## src/sv/fcgi_rd_pkg.sv

```systemverilog
// ----------------------------------------------------------------------------
// FastCGI record deframer package
// Shared constants, codes and types for the record deframer and its header
// decoder.
// ----------------------------------------------------------------------------
package fcgi_rd_pkg;

  // Record header length in bytes and the width of the byte position counter,
  // which must hold header + 65535 content + 255 padding bytes.
  localparam int unsigned HdrBytes = 8;
  localparam int unsigned CntW     = 17;

  typedef enum logic [1:0] {
    RoleHeader  = 2'd0,
    RoleContent = 2'd1,
    RolePadding = 2'd2
  } role_e;

  typedef enum logic [2:0] {
    RouteDiscard = 3'd0,
    RouteLocal   = 3'd1,
    RouteParams  = 3'd2,
    RouteStdin   = 3'd3,
    RouteData    = 3'd4
  } route_e;

  localparam logic [7:0] TypeBegin     = 8'd1;
  localparam logic [7:0] TypeAbort     = 8'd2;
  localparam logic [7:0] TypeParams    = 8'd4;
  localparam logic [7:0] TypeStdin     = 8'd5;
  localparam logic [7:0] TypeData      = 8'd8;
  localparam logic [7:0] TypeGetValues = 8'd9;

  localparam logic [15:0] BeginLen = 16'd8;
  localparam logic [15:0] AbortLen = 16'd0;
  localparam logic [15:0] MgmtId   = 16'd0;

  // Raw header fields as they arrive.
  typedef struct packed {
    logic [7:0]  rtype;
    logic [15:0] rid;
    logic [15:0] clen;
    logic [7:0]  plen;
  } hdr_t;

  // Header fields with the outcome of the local checks.
  typedef struct packed {
    hdr_t   f;
    logic   invalid;
    route_e route;
  } dec_t;

endpackage

```

## src/sv/fcgi_rd_hdr_dec.sv

```systemverilog
// ----------------------------------------------------------------------------
// FastCGI record header decoder
// Applies the local header checks and chooses the content route of a record.
// ----------------------------------------------------------------------------
module fcgi_rd_hdr_dec (
  input  fcgi_rd_pkg::hdr_t hdr_i,
  output fcgi_rd_pkg::dec_t dec_o
);

  logic mgmt;
  logic invalid;

  assign mgmt = (hdr_i.rid == fcgi_rd_pkg::MgmtId);

  // Management records are never rejected.
  always_comb begin
    invalid = 1'b0;
    if (!mgmt) begin
      case (hdr_i.rtype)
        fcgi_rd_pkg::TypeBegin:  invalid = (hdr_i.clen != fcgi_rd_pkg::BeginLen);
        fcgi_rd_pkg::TypeAbort:  invalid = (hdr_i.clen != fcgi_rd_pkg::AbortLen);
        fcgi_rd_pkg::TypeParams: invalid = 1'b0;
        fcgi_rd_pkg::TypeStdin:  invalid = 1'b0;
        fcgi_rd_pkg::TypeData:   invalid = 1'b0;
        default:                 invalid = 1'b1;
      endcase
    end
  end

  always_comb begin
    dec_o.f       = hdr_i;
    dec_o.invalid = invalid;
    dec_o.route   = fcgi_rd_pkg::RouteDiscard;
    if (!invalid) begin
      if (mgmt) begin
        dec_o.route = fcgi_rd_pkg::RouteLocal;
      end else begin
        case (hdr_i.rtype)
          fcgi_rd_pkg::TypeBegin:  dec_o.route = fcgi_rd_pkg::RouteLocal;
          fcgi_rd_pkg::TypeAbort:  dec_o.route = fcgi_rd_pkg::RouteLocal;
          fcgi_rd_pkg::TypeParams: dec_o.route = fcgi_rd_pkg::RouteParams;
          fcgi_rd_pkg::TypeStdin:  dec_o.route = fcgi_rd_pkg::RouteStdin;
          fcgi_rd_pkg::TypeData:   dec_o.route = fcgi_rd_pkg::RouteData;
          default:                 dec_o.route = fcgi_rd_pkg::RouteDiscard;
        endcase
      end
    end
  end

endmodule

```

## src/sv/fastcgi_record_deframer.sv

```systemverilog
// ----------------------------------------------------------------------------
// FastCGI record deframer
// Splits a connection byte stream into FastCGI records and tags every byte.
// ----------------------------------------------------------------------------
// The deframer takes one connection byte per request and returns one tagged
// result per byte, at a sustained rate of one byte per clock cycle while the
// consumer accepts results. A byte is held in an input register, where the
// record position counter and the held header decide its role, and its result
// is then captured in the output register. in_ready_o follows out_ready_i
// combinationally, so a stalled consumer stops the input within the same
// cycle. Header fields read as zero until the eighth header byte completes the
// header, and the position counter and held header return to zero after the
// byte that ends the record.
module fastcgi_record_deframer (
  input  logic        clk_i,
  input  logic        rst_ni,
  input  logic        in_valid_i,
  output logic        in_ready_o,
  input  logic [7:0]  stream_byte_i,
  output logic        out_valid_o,
  input  logic        out_ready_i,
  output logic [1:0]  byte_role_o,
  output logic [7:0]  content_byte_o,
  output logic [7:0]  record_type_o,
  output logic [15:0] record_id_o,
  output logic [15:0] content_length_o,
  output logic [7:0]  padding_length_o,
  output logic [2:0]  route_o,
  output logic        record_invalid_o,
  output logic        header_done_o,
  output logic        record_end_o,
  output logic        unknown_management_o
);

  localparam int unsigned CntW   = fcgi_rd_pkg::CntW;
  localparam int unsigned NumHdr = fcgi_rd_pkg::HdrBytes - 2;

  // Input stage.
  logic       in_valid_q;
  logic [7:0] in_byte_q;
  logic       adv;

  // Record state.
  logic [CntW-1:0]    cnt_q, cnt_d, cnt_nxt;
  fcgi_rd_pkg::dec_t  held_q, held_d, held_nxt;
  logic [7:0]         hdr_q [NumHdr];
  fcgi_rd_pkg::hdr_t  hdr;
  fcgi_rd_pkg::dec_t  dec;

  // Result stage.
  logic                out_valid_q;
  fcgi_rd_pkg::role_e  role_d, role_q;
  logic [7:0]          cbyte_d, cbyte_q;
  fcgi_rd_pkg::route_e route_d, route_q;
  fcgi_rd_pkg::hdr_t   fld_q;
  logic                inv_q;
  logic                hdone_d, hdone_q;
  logic                rend_d, rend_q;
  logic                umgmt_d, umgmt_q;

  logic [CntW-1:0] content_end;
  logic [CntW-1:0] total;

  assign adv        = in_valid_q && (!out_valid_q || out_ready_i);
  assign in_ready_o = !in_valid_q || adv;

  always_ff @(posedge clk_i or negedge rst_ni) begin
    if (!rst_ni) begin
      in_valid_q <= 1'b0;
    end else if (in_valid_i && in_ready_o) begin
      in_valid_q <= 1'b1;
    end else if (adv) begin
      in_valid_q <= 1'b0;
    end
  end

  always_ff @(posedge clk_i) begin
    if (in_valid_i && in_ready_o) begin
      in_byte_q <= stream_byte_i;
    end
  end

  // Header bytes one to six; the version and reserved bytes are not kept.
  always_ff @(posedge clk_i) begin
    for (int k = 0; k < NumHdr; k++) begin
      if (adv && cnt_q == CntW'(k + 1)) begin
        hdr_q[k] <= in_byte_q;
      end
    end
  end

  assign hdr.rtype = hdr_q[0];
  assign hdr.rid   = {hdr_q[1], hdr_q[2]};
  assign hdr.clen  = {hdr_q[3], hdr_q[4]};
  assign hdr.plen  = hdr_q[5];

  fcgi_rd_hdr_dec u_hdr_dec (
    .hdr_i (hdr),
    .dec_o (dec)
  );

  assign content_end = CntW'(fcgi_rd_pkg::HdrBytes) + CntW'(held_q.f.clen);

  always_comb begin
    held_nxt = held_q;
    cnt_nxt  = cnt_q + CntW'(1);
    role_d   = fcgi_rd_pkg::RoleHeader;
    cbyte_d  = 8'd0;
    route_d  = fcgi_rd_pkg::RouteDiscard;
    hdone_d  = 1'b0;
    if (cnt_q < CntW'(fcgi_rd_pkg::HdrBytes)) begin
      if (cnt_q == CntW'(fcgi_rd_pkg::HdrBytes - 1)) begin
        held_nxt = dec;
        hdone_d  = 1'b1;
      end
    end else if (cnt_q < content_end) begin
      role_d  = fcgi_rd_pkg::RoleContent;
      cbyte_d = in_byte_q;
      route_d = held_q.route;
    end else begin
      role_d = fcgi_rd_pkg::RolePadding;
    end
  end

  // The end test uses the header just decoded, so an empty record ends on
  // its last header byte.
  assign total = CntW'(fcgi_rd_pkg::HdrBytes) + CntW'(held_nxt.f.clen)
                 + CntW'(held_nxt.f.plen);
  assign rend_d  = (cnt_nxt >= CntW'(fcgi_rd_pkg::HdrBytes)) && (cnt_nxt >= total);
  assign umgmt_d = (cnt_nxt >= CntW'(fcgi_rd_pkg::HdrBytes))
                   && (held_nxt.f.rid == fcgi_rd_pkg::MgmtId)
                   && (held_nxt.f.rtype != fcgi_rd_pkg::TypeGetValues);

  always_comb begin
    cnt_d  = cnt_q;
    held_d = held_q;
    if (adv) begin
      if (rend_d) begin
        cnt_d  = '0;
        held_d = '0;
      end else begin
        cnt_d  = cnt_nxt;
        held_d = held_nxt;
      end
    end
  end

  always_ff @(posedge clk_i or negedge rst_ni) begin
    if (!rst_ni) begin
      cnt_q  <= '0;
      held_q <= '0;
    end else begin
      cnt_q  <= cnt_d;
      held_q <= held_d;
    end
  end

  always_ff @(posedge clk_i or negedge rst_ni) begin
    if (!rst_ni) begin
      out_valid_q <= 1'b0;
    end else if (adv) begin
      out_valid_q <= 1'b1;
    end else if (out_ready_i) begin
      out_valid_q <= 1'b0;
    end
  end

  always_ff @(posedge clk_i) begin
    if (adv) begin
      role_q  <= role_d;
      cbyte_q <= cbyte_d;
      route_q <= route_d;
      fld_q   <= held_nxt.f;
      inv_q   <= held_nxt.invalid;
      hdone_q <= hdone_d;
      rend_q  <= rend_d;
      umgmt_q <= umgmt_d;
    end
  end

  assign out_valid_o          = out_valid_q;
  assign byte_role_o          = role_q;
  assign content_byte_o       = cbyte_q;
  assign record_type_o        = fld_q.rtype;
  assign record_id_o          = fld_q.rid;
  assign content_length_o     = fld_q.clen;
  assign padding_length_o     = fld_q.plen;
  assign route_o              = route_q;
  assign record_invalid_o     = inv_q;
  assign header_done_o        = hdone_q;
  assign record_end_o         = rend_q;
  assign unknown_management_o = umgmt_q;

endmodule
```

## config.mk

```make
export PLATFORM = sky130hd
export DESIGN_NAME = fastcgi_record_deframer
export DESIGN_NICKNAME = d
export VERILOG_FILES = /design/src/sv/fcgi_rd_pkg.sv /design/src/sv/fcgi_rd_hdr_dec.sv /design/src/sv/fastcgi_record_deframer.sv
export SDC_FILE = /design/constraint.sdc
export NUM_CORES = 1
export LEC_CHECK = 0
export BUFFER_PORTS_ARGS = -buffer_cell sky130_fd_sc_hd__buf_2
export CORE_MARGIN = 2
export CORE_UTILIZATION = 60
export DETAILED_ROUTE_END_ITERATION = 10
export HOLD_SLACK_MARGIN = 0.05
export PLACE_DENSITY_LB_ADDON = 0.05
export SKIP_CTS_REPAIR_TIMING = 1
export SYNTH_ARGS = -nofsm -noshare
export SYNTH_HDL_FRONTEND = slang
export SYNTH_SLANG_ARGS = --single-unit
```

## constraint.sdc

```tcl
create_clock -name clk_i -period 7.74 [get_ports clk_i]
set_input_delay 0.774 -clock clk_i [delete_from_list [all_inputs] [get_ports clk_i]]
set_output_delay 0.774 -clock clk_i [all_outputs]
set_load 0.02 [all_outputs]
```

# After elaboration in Yosys (flattened, before gate mapping)
# Memory sizes are Yosys's and may differ from the RTL's.
# Index checks and enable logic that the tools add are counted.
word_totals:
  register_bits: 144
  latchBits: 0
  mem_bits_rw: 48
  romBits: 0
  in_bits: 12
  output_inout_bits: 67
  elab_cells: 118
  mem_count: 1
op_classes:
  n_addsub: 4
  mul: 0
  div_mod_pow: 0
  order_cmp: 4
  eq_ne: 14
  n_shift: 0
  n_mux: 42
  bitwise_logic: 1
  n_reduce_logical: 31
memory_table:
  columns: ["memory", "depth", "width", "read_ports", "rd_clocked_by_memory_dff", "wr", "line", "text"]
  rows:
  - ["hdr_q", 6, 8, 6, 0, 1, "fastcgi_record_deframer.sv:46", "logic [7:0] hdr_q [NumHdr];"]
ops:
  columns: ["op", "n"]
  rows:
  - ["$mux W52", 3]
  - ["$eq A17 B3 Y1 const B", 4]
  - ["$mux W8", 5]
  - ["$reduce_or A8 Y1", 5]
  - ["$add A4 B16 Y17 const A", 2]
  - ["$eq A17 B2 Y1 const B", 2]
  - ["$logic_not A16 Y1", 2]
  - ["$mux W1", 23]
  - ["$mux W3", 7]
  - ["$add A17 B1 Y17 const B", 1]
  - ["$add A17 B8 Y17", 1]
  - ["$eq A17 B1 Y1 const B", 1]
  - ["$ge A17 B17 Y1", 1]
  - ["$ge A17 B4 Y1 const B", 1]
  - ["$lt A17 B17 Y1", 1]
  - ["$lt A17 B4 Y1 const B", 1]
  - ["$mux W17", 1]
  - ["$eq A8 B3 Y1 const B", 2]
  - ["$ne A16 B4 Y1 const B", 1]
  - ["$reduce_bool A16 Y1", 1]
  - ["$pmux W3 S4", 1]
  - ["$logic_and A1 B1 Y1", 11]
  - ["$eq A8 B1 Y1 const B", 1]
  - ["$eq A8 B2 Y1 const B", 1]
  - ["other kinds (11)", 17]

# Depth between registers and ports, before layout
# Gate-level depths: netlist of the first run.
depth:
  ltp_word: 13
  ltp_mapped: 30
  mapped_depth_nobuf: 25

# Cells and area by module
# From an unflattened synthesis of the first run, not the netlist that was laid out.
unflattened:
  cells_unflattened: 870
  hier_area_um2: 10244.8
by_module_without_submodules:
  columns: ["module", "instances", "cells_each", "area_per_inst_um2", "seq_area_each_um2"]
  rows:
  - ["fastcgi_record_deframer", 1, 789, 9664.3, 5410.2]
  - ["fcgi_rd_hdr_dec", 1, 81, 580.6, 0.0]

# Worst setup path after synthesis of the first run
# Ideal clock, no wire load.
synth_path:
  path_type: "register -> register"
  start: "reg cnt_q[7]"
  end: "reg held_q[38] (netlist name)"
  setup_ns: 0.095
  arrival_time_ns: 5.564
  t_required_ns: 7.645
  path_slack_ns: 2.081
  path_stages_with_launch: 29
  n_path_buf: 6
  period_less_slack_ns: 5.659
  cell_sequence: "dfrtp_1 > buf_6 > nor4_2 > nand4_2 > or2_1 > buf_6 > buf_6 > buf_2 > buf_1 > nand2_1 > nand2_1 > ha_1 > inv_1 > fa_1 > nor2b_1 > o21ai_0 > a21oi_1 > o21ai_0 > a2111o_1 > nor4_1 > xnor2_1 > ha_1 > a21o_1 > a21oi_1 > o21a_1 > o31a_1 > nor2_4 > buf_4 > o31ai_1"
synth_lines:
  columns: ["item", "line", "text"]
  rows:
  - ["start, declared", "fastcgi_record_deframer.sv:44", "logic [CntW-1:0] cnt_q, cnt_d, cnt_nxt;"]
  - ["start signal, assigned", "fastcgi_record_deframer.sv:153", "cnt_q <= cnt_d;"]
  - ["end signal, assigned", "fastcgi_record_deframer.sv:154", "held_q <= held_d;"]
  - ["end, declared", "fastcgi_record_deframer.sv:45", "fcgi_rd_pkg::dec_t held_q, held_d, held_nxt;"]

==> tab_implementation.tex, run 1 <==
\begin{tabular}{lr}
\hline
Metric & Value \\
\hline
\multicolumn{2}{l}{\textbf{Outcome}} \\
\quad Result of the run & completed \\
\multicolumn{2}{l}{\textbf{Placed design}} \\
\quad Setup WS pre-CTS & 0.949 ns \\
\quad Final RePlAce weighted congestion & 0.922 \\
\quad Placed wire-length estimate after detailed placement & 16.1 mm \\
\quad Count of buffers inserted at the top-level ports & 78 \\
\quad Post-DP Area & 0.0103 sq mm \\
\multicolumn{2}{l}{\textbf{STA}} \\
\quad Endpoints failing setup & 0 \\
\quad Worst clock skew on the final layout & 0.0114 ns \\
\quad Max-slew violation total from the final report & 0 \\
\quad Post-Route Setup TNS & 0 ns \\
\quad Worst Max-Slew Pin Slew & 1.14 ns \\
\quad Fin worst setup slack & 0.877 ns \\
\quad Post-route fraction of the period consumed by the critical path & 0.887 \\
\quad Hold Violations, Final & 0 \\
\quad RSZ-0062 raised after global routing & no \\
\quad Slew HR & 0.243 \\
\quad Achievable Freq & 146 MHz \\
\quad Clock period minus worst slack & 6.86 ns \\
\multicolumn{2}{l}{\textbf{Clock network}} \\
\quad Clock-pin transition on the worst setup and hold timing paths & 0.07 ns \\
\quad Root Driver & clkbuf\_16 \\
\quad Clock insertion delay at the later pin of the skew report & 0.45 ns \\
\quad Count of H-tree levels built during CTS & 4 \\
\quad Total clock buffers created by CTS & 17 \\
\quad Clock tree buffer depth & 2 \\
\quad Clock tree from TritonCTS & built \\
\quad Clock sink count & 192 \\
\multicolumn{2}{l}{\textbf{Yosys}} \\
\quad Number of synthesized flops with an enable pin & 121 \\
\quad Count of warnings emitted by yosys & 0 \\
\quad Sequential-to-total area share from yosys stat & 0.553 \\
\quad Commonest cells in the netlist & nand2\_1, edfxtp\_1, dfrtp\_1 \\
\quad Share of the synthesized area in the top cell type & 0.372 \\
\quad Top area cells in the synthesized netlist & edfxtp\_1, dfrtp\_1, nand2\_1, ha\_1, xnor2\_1 \\
\quad Xor/xnor cell area share of the yosys netlist & 0.0349 \\
\quad Arithmetic-cell share of the synthesized area counting full adders, half adders and majority gates & 0.0711 \\
\quad Largest family of logic cells by synthesized area & simple AND/OR/NAND/NOR gates \\
\quad Cell with the most instances after synthesis & nand2\_1 \\
\quad Distinct cell type count after synthesis & 64 \\
\quad Compound-cell area share of the yosys netlist & 0.108 \\
\quad Synth Area in Simple Gates & 0.168 \\
\quad Fraction of registers with async set/reset & 0.370 \\
\quad Flop and latch count out of synthesis & 192 \\
\quad Net count of the mapped netlist & 978 \\
\quad Netlist area before placement & 0.00978 sq mm \\
\quad Mapped Avg Cell Area & 10.7 sq um \\
\quad Mapped Cells & 911 \\
\quad Main flop type after synthesis & edfxtp\_1 \\
\quad Portion of netlist area occupied by mux cells & 0.0224 \\
\quad Synth area leader & edfxtp\_1 \\
\multicolumn{2}{l}{\textbf{Worst setup path}} \\
\quad Worst R2R Setup Slack & 0.88 ns \\
\quad Worst endpoint data arrival time & 7.15 ns \\
\quad Reg2reg start & cnt\_q[10] \\
\quad Maximum fanout encountered on the critical timing path & 16 \\
\quad Category of the most critical setup path & flip-flop to flip-flop \\
\quad Standard cell with the maximum stage delay on the critical path & or2\_2 \\
\quad Chain of cells forming the critical path & nor4\_2, nand4\_2, or2\_2, inv\_2, o21ai\_0, ha\_1, ha\_1, inv\_1, fa\_1, nor2b\_1, o21ai\_0, a21oi\_1, o21ai\_0, a2111o\_1, xnor2\_1, ha\_1, nand4\_1, nor4b\_1, nor3\_1, o21a\_1, o31a\_1, nor2\_4, buf\_4, a211oi\_1 \\
\quad Sort of element at the end of the critical path & flip-flop \\
\quad Largest incremental delay on the critical path & 0.55 ns \\
\quad RR Endpoint & held\_q[0] \\
\quad Required time of the critical path & 8.03 ns \\
\quad Worst path bufs/invs & 3 \\
\quad Gate family responsible for the most delay along the worst path & simple AND/OR/NAND/NOR gates \\
\quad CP startpoint kind & flip-flop \\
\quad Count of cells along the worst register-to-register path & 24 \\
\multicolumn{2}{l}{\textbf{Pwr}} \\
\quad Part of the power in the clock network & 0.307 \\
\quad Peak supply drop & 181 uV \\
\quad Tot Pwr & 2.87 mW \\
\quad Switching share of total power & 0.345 \\
\quad Sw Pwr & 0.989 mW \\
\quad Static Leakage & 4.73 nW \\
\quad Flop pwr share & 0.442 \\
\quad Logic pwr share & 0.251 \\
\quad Power Internal & 1.88 mW \\
\quad Cell Pwr Density & 264 mW/mm\^{}2 \\
\multicolumn{2}{l}{\textbf{Floorplanning}} \\
\quad Number of top-level pins & 79 \\
\quad Y dimension of the die & 132 microns \\
\quad Die ar. & 0.0173 sq mm \\
\quad Area of the placeable core & 0.0159 sq mm \\
\quad Standard-cell rows & 46 \\
\quad Die W & 132 microns \\
\quad Starting density of the core & 0.616 \\
\multicolumn{2}{l}{\textbf{Global routing}} \\
\quad Largest net degree at the start of global routing & 95 \\
\quad Global router's overall resource usage & 0.275 \\
\quad Global-route wire length before repair & 36.9 mm \\
\quad Number of antenna violations at the first check in global routing & 0 \\
\quad Via count of the first global-routing pass & 6,929 \\
\quad Aggregate global routing overflow & 0 \\
\multicolumn{2}{l}{\textbf{Layout}} \\
\quad Storage element area & 0.00541 sq mm \\
\quad Fraction of layout instances using a drive strength above 1 & 0.140 \\
\quad Nets & 1,035 \\
\quad Number of inserted filler cells in the final layout & 1,188 \\
\quad Area overhead of the layout relative to synthesis & 11.1\% \\
\quad Fraction of the core area covered by cells at the end of the flow & 0.684 \\
\quad Inserted Diodes & 0 \\
\quad Layout Cell Area excl Fill & 0.0109 sq mm \\
\quad Area used by multi-input combinational logic & 0.00396 sq mm \\
\multicolumn{2}{l}{\textbf{Worst hold path}} \\
\quad Kind of path behind the tightest hold check & flip-flop to flip-flop \\
\quad Start point of the worst min-delay path & held\_q[7] \\
\quad Hold Crit Endpoint & held\_q[7] \\
\quad Number of cells traversed by the worst hold path & 2 \\
\multicolumn{2}{l}{\textbf{Job}} \\
\quad Max-capacitance violation count & 0 \\
\multicolumn{2}{l}{\textbf{Detailed routing}} \\
\quad Post-detailed-route count of antenna-violating nets & 0 \\
\quad Via-per-instance ratio & 5.99 \\
\quad Final WL & 23.0 mm \\
\quad DRC violation count after routing & 0 \\
\quad WL per Instance & 19.2 microns \\
\quad Number of DRC markers after the initial detailed-route iteration & 781 \\
\quad First-pass iteration count of the detailed router & 5 \\
\quad Via count & 7,170 \\
\hline
\end{tabular}
layout by cell type (no fill, tap or decap), types with 4 or more instances in the layout:
master and instances:
a2bb2oi_1 8, inv_1 40, o22ai_1 5, and3_1 7, clkinvlp_4 4, nand3_1 15
edfxtp_1 121, buf_4 10, dfrtp_1 71, and2_1 5, clkbuf_16 17, nor2_1 25
mux2i_1 18, nand2b_1 11, a21oi_1 32, o21ai_0 21, a31oi_1 5, nor4b_1 4
ha_1 54, inv_8 4, xnor2_1 26, nand4_1 11, nand2_1 210, buf_2 78
a21o_1 10, o21ai_1 31, nor4_1 14, nor3_1 19, xor2_1 13, o31ai_1 26
cell families (layout without fill, tap and decap cells):
family                     Yosys count  after routing
AOI/OAI and AO/OA                  164            164
xor gates and xnor gates            39             39
adders and majority gates           55             55
buffers and inverters               92            162
DFF                                192            192
muxes                               21             21
and+or+nand+nor                    348            348
power groups by stage:
stage               registers (mW)  clock network, mW  logic [mW]
floorplan                     1.29                  0       0.506
global placement              1.28                  0       0.695
detailed placement            1.29                  0       0.716
CTS                           1.27              0.892       0.720
global route                  1.28              0.931       0.785
finish                        1.27              0.882       0.720
final cells by class:
class                           count  share of cell area
Sequential cell                   192               0.498
Multi-Input combinational cell    627               0.364
Clock buffer                       17              0.0392
Tap cell                          216              0.0249
Timing Repair Buffer               88              0.0428
Inverter                           42              0.0147
Clock inverter                     15              0.0161
metal layers:
layer,track usage,part of all wire,up-vias
li1,-,-,3360
met1,0.375,0.44,3456
met2,0.425,0.46,289
met3,0.0606,0.065,65
met4,0.126,0.038,0
met5,0,0,-
metrics by stage:
step | instances | hold slack, ns
after floorplan | 911 | 0.444
after global placement | 1165 | 0.456
after detailed placement | 1165 | 0.472
after CTS | 1197 | 0.489
after global routing | 1197 | 0.490
final | 1197 | 0.489
worst max path at each step:
stage | startpoint | endpoint | slack (ns) | depth (start not counted)
2_1_floorplan | cnt_q[7] | held_q[38] | 2.08 | 28
3_3_place_gp | cnt_q[10] | cnt_q[5] | 1.27 | 22
3_5_place_dp | cnt_q[10] | held_q[3] | 0.95 | 24
4_1_cts | cnt_q[10] | held_q[0] | 0.93 | 24
5_1_grt | cnt_q[10] | held_q[3] | 0.39 | 24
6_report | cnt_q[10] | held_q[0] | 0.88 | 24
flip-flops by register name, summed over array words and instances (netlist names):
name,count
unknown_management_o,1
header_done_o,1
record_invalid_o,1
record_end_o,1
cnt_q,17
out_valid_o,1
record_type_o,8
padding_length_o,8
content_byte_o,8
content_length_o,16
byte_role_o,2
in_byte_q,8
held_q,52
in_valid_q,1
hdr_q,48
route_o,3
record_id_o,16
worst min-delay path, delay by kind of cell, from the launching register on:
kind | cells | cell delay [ns]
flops | 1 | 0.35
simple gates | 1 | 0.05
compound gates | 1 | 0.05
Power figures use the tool's default switching activity.
==> inputs of run 2 (changes only) <==
--- a/config.mk
+++ b/config.mk
@@ -5,10 +5,10 @@
 export SDC_FILE = /design/constraint.sdc
 export NUM_CORES = 1
 export LEC_CHECK = 0
-export BUFFER_PORTS_ARGS = -buffer_cell sky130_fd_sc_hd__buf_2
 export CORE_MARGIN = 2
 export CORE_UTILIZATION = 60
 export DETAILED_ROUTE_END_ITERATION = 10
+export DONT_BUFFER_PORTS = 1
 export HOLD_SLACK_MARGIN = 0.05
 export PLACE_DENSITY_LB_ADDON = 0.05
 export SKIP_CTS_REPAIR_TIMING = 1
==> run 2 against run 1 <==
  * Sequential share of layout area rose by 1.6 points
  * Critical endpoint is now cnt_q[5]
  * Utilization fell by 2.2 points
  * Highest routed layer unchanged
  * Cell area fell by 3.2%
  * Maximum frequency rose by 4.3%
  * Clock power rose by 2%
  * Register-to-register slack improved by 0.29 ns
  * Critical path depth did not move
  * Critical path type unchanged
  * Setup slack improved by 0.29 ns
  * Global-route usage fell by 0.50 points
  * Final cell count fell by 6.4%
  * Die area did not move
==> tab_implementation.tex, run 2 (synthesis results as in run 1) <==
\begin{tabular}{lr}
\hline
Metric & Value \\
\hline
\multicolumn{2}{l}{\textbf{Clock network}} \\
\quad Count of H-tree levels built during CTS & 4 \\
\quad Clock-pin transition on the worst setup and hold timing paths & 0.07 ns \\
\quad Clock tree buffer depth & 2 \\
\quad Clock tree from TritonCTS & built \\
\quad Total clock buffers created by CTS & 17 \\
\quad Clock insertion delay at the later pin of the skew report & 0.43 ns \\
\quad Clock sink count & 192 \\
\quad Root Driver & clkbuf\_16 \\
\multicolumn{2}{l}{\textbf{Worst setup path}} \\
\quad Sort of element at the end of the critical path & flip-flop \\
\quad Standard cell with the maximum stage delay on the critical path & dfrtp\_1 \\
\quad Category of the most critical setup path & flip-flop to flip-flop \\
\quad Worst path bufs/invs & 3 \\
\quad Maximum fanout encountered on the critical timing path & 17 \\
\quad CP startpoint kind & flip-flop \\
\quad Worst endpoint data arrival time & 6.91 ns \\
\quad Chain of cells forming the critical path & nor4\_2, nand4\_2, buf\_4, or2\_2, inv\_2, o21ai\_0, ha\_1, ha\_1, inv\_1, fa\_1, nor2b\_1, o21ai\_0, a21oi\_1, o21ai\_0, a2111o\_1, nor4\_1, xnor2\_1, ha\_1, a21o\_1, a21oi\_1, o21a\_1, o31a\_1, o21ai\_1, o31ai\_1 \\
\quad Required time of the critical path & 8.07 ns \\
\quad Gate family responsible for the most delay along the worst path & compound AO/OA/AOI/OAI gates \\
\quad Largest incremental delay on the critical path & 0.52 ns \\
\multicolumn{2}{l}{\textbf{Global routing}} \\
\quad Largest net degree at the start of global routing & 87 \\
\quad Aggregate global routing overflow & 0 \\
\quad Via count of the first global-routing pass & 6,562 \\
\quad Global router's overall resource usage & 0.270 \\
\quad Global-route wire length before repair & 36.3 mm \\
\quad Number of antenna violations at the first check in global routing & 0 \\
\multicolumn{2}{l}{\textbf{Placed design}} \\
\quad Placed wire-length estimate after detailed placement & 15.9 mm \\
\quad Final RePlAce weighted congestion & 0.919 \\
\quad Count of buffers inserted at the top-level ports & 0 \\
\multicolumn{2}{l}{\textbf{Job}} \\
\quad Max-capacitance violation count & 0 \\
\multicolumn{2}{l}{\textbf{Floorplanning}} \\
\quad Starting density of the core & 0.616 \\
\quad Area of the placeable core & 0.0159 sq mm \\
\quad Die ar. & 0.0173 sq mm \\
\quad Standard-cell rows & 46 \\
\quad Y dimension of the die & 132 microns \\
\quad Number of top-level pins & 79 \\
\quad Die W & 132 microns \\
\multicolumn{2}{l}{\textbf{Layout}} \\
\quad Register name with the most flops & held\_q \\
\quad Fraction of the core area covered by cells at the end of the flow & 0.662 \\
\quad Inserted Diodes & 0 \\
\quad Most frequent cells in the layout & nand2\_1, edfxtp\_1, dfrtp\_1, ha\_1, inv\_1 \\
\quad Leading cell type in the layout, fill and taps excluded & nand2\_1 \\
\quad Top flop regs & held\_q: 52 flops, hdr\_q: 48 flops, cnt\_q: 17 flops \\
\quad Flip-flop count of the largest register after layout & 52 \\
\quad Area overhead of the layout relative to synthesis & 7.56\% \\
\quad Fraction of layout instances using a drive strength above 1 & 0.0653 \\
\quad Number of inserted filler cells in the final layout & 1,211 \\
\quad Nets & 958 \\
\multicolumn{2}{l}{\textbf{Detailed routing}} \\
\quad DRC violation count after routing & 0 \\
\quad WL per Instance & 20.3 microns \\
\quad Final WL & 22.7 mm \\
\quad First-pass iteration count of the detailed router & 5 \\
\quad Post-detailed-route count of antenna-violating nets & 0 \\
\quad Via-per-instance ratio & 6.09 \\
\quad Via count & 6,818 \\
\quad Number of DRC markers after the initial detailed-route iteration & 654 \\
\multicolumn{2}{l}{\textbf{STA}} \\
\quad Worst Max-Slew Pin Slew & 1.01 ns \\
\quad Clock period minus worst slack & 6.58 ns \\
\quad Worst clock skew on the final layout & 0.0105 ns \\
\quad Post-Route Setup TNS & 0 ns \\
\quad Achievable Freq & 152 MHz \\
\quad Hold Violations, Final & 0 \\
\quad Post-route fraction of the period consumed by the critical path & 0.850 \\
\quad Endpoints failing setup & 0 \\
\quad Max-slew violation total from the final report & 0 \\
\quad Slew HR & 0.323 \\
\quad RSZ-0062 raised after global routing & no \\
\multicolumn{2}{l}{\textbf{Pwr}} \\
\quad Cell Pwr Density & 274 mW/mm\^{}2 \\
\quad Peak supply drop & 198 uV \\
\quad Static Leakage & 4.43 nW \\
\multicolumn{2}{l}{\textbf{Outcome}} \\
\quad Result of the run & completed \\
\multicolumn{2}{l}{\textbf{Worst hold path}} \\
\quad Kind of path behind the tightest hold check & input pin to asynchronous set/reset pin \\
\hline
\end{tabular}
run 2: worst reg2reg max path: cells and delay by family (launching register included):
family	cells	cell delay (ns)
DFF	1	0.52
and+or+nand+nor	5	1.46
adders and majority gates	4	1.18
AOI/OAI and AO/OA	11	2.59
xor gates and xnor gates	1	0.17
buffers and inverters	3	0.55
run 2: report_power, final:
part           internal [mW]  leakage [nW]  switching [mW]
clock network          0.490         0.294           0.408
logic                  0.229          2.00           0.436
registers               1.18          2.13           0.139
run 2: final timing paths:
kind / from / endpoint / slack (ns) / depth (start not counted)
worst max-delay path: cnt_q[7] / cnt_q[5] / 1.16 / 24
worst min-delay path: rst_ni / cnt_q[13] / 0.23 / 1
worst max register to register: cnt_q[7] / cnt_q[5] / 1.16 / 24
worst min register to register: held_q[9] / held_q[9] / 0.49 / 2
max in group asynchronous: rst_ni / held_q[15] / 7.19 / 1
min in group clk_i: stream_byte_i[0] / in_byte_q[0] / 0.43 / 0
run 2: layout make-up:
| class | count | area [sq um] | share of cell area |
|---|---|---|---|
| clock buffer | 18 | 429 | 0.0408 |
| clock inverter | 14 | 178 | 0.0169 |
| inverter | 42 | 160 | 0.0152 |
| multi-input combinational | 627 | 3960 | 0.376 |
| sequential | 192 | 5410 | 0.514 |
| tap | 216 | 270 | 0.0257 |
| timing repair buffer | 11 | 115 | 0.0109 |
run 2: metrics by stage:
step / worst slack (ns) / hold WS (ns) / instances / area [sq um] / total power, mW
finish: 1.16 / 0.233 / 1120 / 10500 / 2.89
global route: 0.626 / 0.253 / 1120 / 10500 / 3.01
global placement: 1.44 / 0.457 / 1087 / 9880 / 1.97
floorplan: 2.08 / 0.444 / 911 / 9780 / 1.79
detailed placement: 1.23 / 0.477 / 1087 / 9880 / 1.99
CTS: 1.19 / 0.0168 / 1119 / 10500 / 2.88
run 2: layer usage:
metal,global-route usage,share of wire
met5,0,0
met4,0.0670,0.0088
met3,0.0490,0.061
met2,0.416,0.47
met1,0.401,0.46
==> inputs of run 3 (changes only) <==
--- a/config.mk
+++ b/config.mk
@@ -6,7 +6,7 @@
 export NUM_CORES = 1
 export LEC_CHECK = 0
 export CORE_MARGIN = 2
-export CORE_UTILIZATION = 60
+export CORE_UTILIZATION = 58
 export DETAILED_ROUTE_END_ITERATION = 10
 export DONT_BUFFER_PORTS = 1
 export HOLD_SLACK_MARGIN = 0.05
==> constraint.sdc (replaced) <==
create_clock -name clk_i -period 5.8 [get_ports clk_i]
set_input_delay 0.58 -clock clk_i [delete_from_list [all_inputs] [get_ports clk_i]]
set_output_delay 0.58 -clock clk_i [all_outputs]
set_load 0.02 [all_outputs]
==> run 3 against run 2 <==
  * Global-route usage shrank 0.20 points
  * Routed wire length increased by 7.7%
  * Hold slack worse by 0.22 ns
  * Die area grew 3.3%
  * Via count increased by 3.6%
  * Combinational power is 97% higher
  * First-iteration DRC count decreased by 25%
  * Clock skew is 0.0022 ns lower
  * Cell area rose by 4.6%
  * Maximum frequency is 17% higher
  * Register-to-register slack got worse by 0.98 ns
  * Sequential cell count stayed put
  * Critical path type unchanged
  * Critical endpoint is now held_q[47]
==> tab_implementation.tex, run 3 (synthesis results as in run 1) <==
\begin{tabular}{lr}
\hline
Metric & Value \\
\hline
\multicolumn{2}{l}{\textbf{Outcome}} \\
\quad Result of the run & completed \\
\multicolumn{2}{l}{\textbf{Global routing}} \\
\quad Global-route wire length before repair & 36.7 mm \\
\quad Largest net degree at the start of global routing & 75 \\
\quad Global router's overall resource usage & 0.268 \\
\quad Aggregate global routing overflow & 0 \\
\quad Via count of the first global-routing pass & 6,621 \\
\quad Number of antenna violations at the first check in global routing & 0 \\
\multicolumn{2}{l}{\textbf{Layout}} \\
\quad Non-filler cells in the finished layout & 1,158 \\
\quad Fraction of layout instances using a drive strength above 1 & 0.119 \\
\quad Flip-flop count of the largest register after layout & 52 \\
\quad Register name with the most flops & held\_q \\
\quad Inserted Diodes & 0 \\
\quad Area overhead of the layout relative to synthesis & 12.5\% \\
\quad Most frequent cells in the layout & nand2\_1, edfxtp\_1, dfrtp\_1, ha\_1, inv\_1 \\
\quad Nets & 992 \\
\quad Top flop regs & held\_q: 52 flops, hdr\_q: 48 flops, cnt\_q: 17 flops \\
\quad Leading cell type in the layout, fill and taps excluded & nand2\_1 \\
\multicolumn{2}{l}{\textbf{Detailed routing}} \\
\quad Via-per-instance ratio & 6.10 \\
\quad WL per Instance & 21.1 microns \\
\quad Final WL & 24.4 mm \\
\quad Number of DRC markers after the initial detailed-route iteration & 491 \\
\quad DRC violation count after routing & 0 \\
\quad Via count & 7,064 \\
\quad Post-detailed-route count of antenna-violating nets & 0 \\
\quad First-pass iteration count of the detailed router & 5 \\
\multicolumn{2}{l}{\textbf{Floorplanning}} \\
\quad Number of top-level pins & 79 \\
\quad Area of the placeable core & 0.0165 sq mm \\
\quad Standard-cell rows & 47 \\
\quad Y dimension of the die & 134 microns \\
\quad Starting density of the core & 0.592 \\
\quad Die W & 134 microns \\
\quad Die ar. & 0.0179 sq mm \\
\multicolumn{2}{l}{\textbf{Clock network}} \\
\quad Clock sink count & 192 \\
\quad Clock tree buffer depth & 2 \\
\quad Clock tree from TritonCTS & built \\
\quad Count of H-tree levels built during CTS & 4 \\
\quad Clock-pin transition on the worst setup and hold timing paths & 0.08 ns \\
\quad Clock insertion delay at the later pin of the skew report & 0.44 ns \\
\quad Root Driver & clkbuf\_16 \\
\quad Total clock buffers created by CTS & 17 \\
\multicolumn{2}{l}{\textbf{Pwr}} \\
\quad Tot Pwr & 4.30 mW \\
\quad Logic pwr share & 0.305 \\
\quad Part of the power in the clock network & 0.297 \\
\quad Peak supply drop & 272 uV \\
\quad Sw Pwr & 1.52 mW \\
\quad Flop pwr share & 0.398 \\
\quad Static Leakage & 4.67 nW \\
\quad Switching share of total power & 0.353 \\
\quad Cell Pwr Density & 390 mW/mm\^{}2 \\
\quad Power Internal & 2.78 mW \\
\multicolumn{2}{l}{\textbf{Worst setup path}} \\
\quad Category of the most critical setup path & flip-flop to flip-flop \\
\quad Worst R2R Setup Slack & 0.18 ns \\
\quad CP startpoint kind & flip-flop \\
\quad Worst endpoint data arrival time & 5.96 ns \\
\quad Sort of element at the end of the critical path & flip-flop \\
\quad Required time of the critical path & 6.15 ns \\
\quad Maximum fanout encountered on the critical timing path & 16 \\
\multicolumn{2}{l}{\textbf{STA}} \\
\quad Fin worst setup slack & 0.184 ns \\
\quad Worst clock skew on the final layout & 0.00827 ns \\
\quad Worst Max-Slew Pin Slew & 0.868 ns \\
\quad Post-route fraction of the period consumed by the critical path & 0.968 \\
\quad Slew HR & 0.421 \\
\quad Max-slew violation total from the final report & 0 \\
\quad Post-Route Setup TNS & 0 ns \\
\quad Endpoints failing setup & 0 \\
\quad Hold Violations, Final & 0 \\
\quad Clock period minus worst slack & 5.62 ns \\
\quad Achievable Freq & 178 MHz \\
\multicolumn{2}{l}{\textbf{Placed design}} \\
\quad Placed wire-length estimate after detailed placement & 16.5 mm \\
\quad Setup WS pre-CTS & -0.243 ns \\
\quad Final RePlAce weighted congestion & 0.903 \\
\quad Number of placed cells counting well taps & 1,114 \\
\quad Count of buffers inserted at the top-level ports & 0 \\
\multicolumn{2}{l}{\textbf{Job}} \\
\quad Max-capacitance violation count & 0 \\
\multicolumn{2}{l}{\textbf{Worst hold path}} \\
\quad Kind of path behind the tightest hold check & input pin to asynchronous set/reset pin \\
\hline
\end{tabular}
[run 3: cell count changes in the layout (fill, tap and decap cells not counted), moves of 2 or more]
cell / before / now
buf_4: 9 / 37
o31ai_1: 26 / 21
o31ai_2: 0 / 5
clkinv_8: 2 / 6
buf_6: 0 / 3
o21ai_0: 21 / 18
clkbuf_16: 17 / 19
inv_12: 0 / 2
[run 3: worst paths after layout]
kind,from,end,cells after the start
min in group clk_i,stream_byte_i[2],in_byte_q[2],0
hold reg to reg,held_q[47],held_q[47],2
hold / removal,rst_ni,cnt_q[4],1
setup / recovery,cnt_q[4],held_q[47],25
setup reg to reg,cnt_q[4],held_q[47],25
max in group asynchronous,rst_ni,held_q[30],1
[run 3: cell type report]
cell class              count  area, sq um
clock inverters            15          236
fillers                  1302         5520
clock buffers              17          425
well taps                 220          275
repair buffers             45          429
flip-flops and latches    192         5410
inverters                  42          168
multi-input cells         627         4060
[run 3: metrics by stage]
step,hold WS (ns),utilization,instance area [sq um]
2_1_floorplan,0.284,-,9780
3_5_place_dp,0.288,0.609,10100
5_1_grt,0.0558,0.666,11000
4_1_cts,-0.184,0.649,10700
3_3_place_gp,0.288,0.609,10100
6_report,0.0165,0.666,11000
[run 3: power by group through the flow]
stage | registers (mW) | logic [mW] | clock network (mW)
3_3_place_gp | 1.74 | 0.943 | 0
2_1_floorplan | 1.72 | 0.675 | 0
3_5_place_dp | 1.74 | 0.963 | 0
6_report | 1.71 | 1.31 | 1.27
5_1_grt | 1.72 | 1.39 | 1.34
4_1_cts | 1.71 | 0.971 | 1.29
[run 3: layer usage]
metal / global-route usage / vias to the layer above / share of wire
li1: - / 3287 / -
met1: 0.389 / 3498 / 0.46
met2: 0.421 / 248 / 0.47
met3: 0.0476 / 31 / 0.056
met4: 0.0727 / 0 / 0.017
met5: 0 / - / 0
[run 3: worst max-delay path, cell delays in order (launching register included)]
cell and delay [ns]:
dfrtp_1 0.42, nor4_4 0.35, nand4_2 0.20, or2_4 0.34
inv_8 0.10, nand2_1 0.06, o21ai_1 0.21, ha_4 0.27
ha_1 0.28, a21o_1 0.14, a21oi_2 0.08, o21ai_0 0.19
o211ai_1 0.20, a2111o_1 0.49, nor3_2 0.21, xnor2_1 0.15
ha_1 0.27, a21o_1 0.19, a21o_1 0.17, a21oi_1 0.15
o21a_1 0.16, o31a_1 0.26, nor2_4 0.07, buf_12 0.17
clkbuf_16 0.17, o31ai_1 0.22
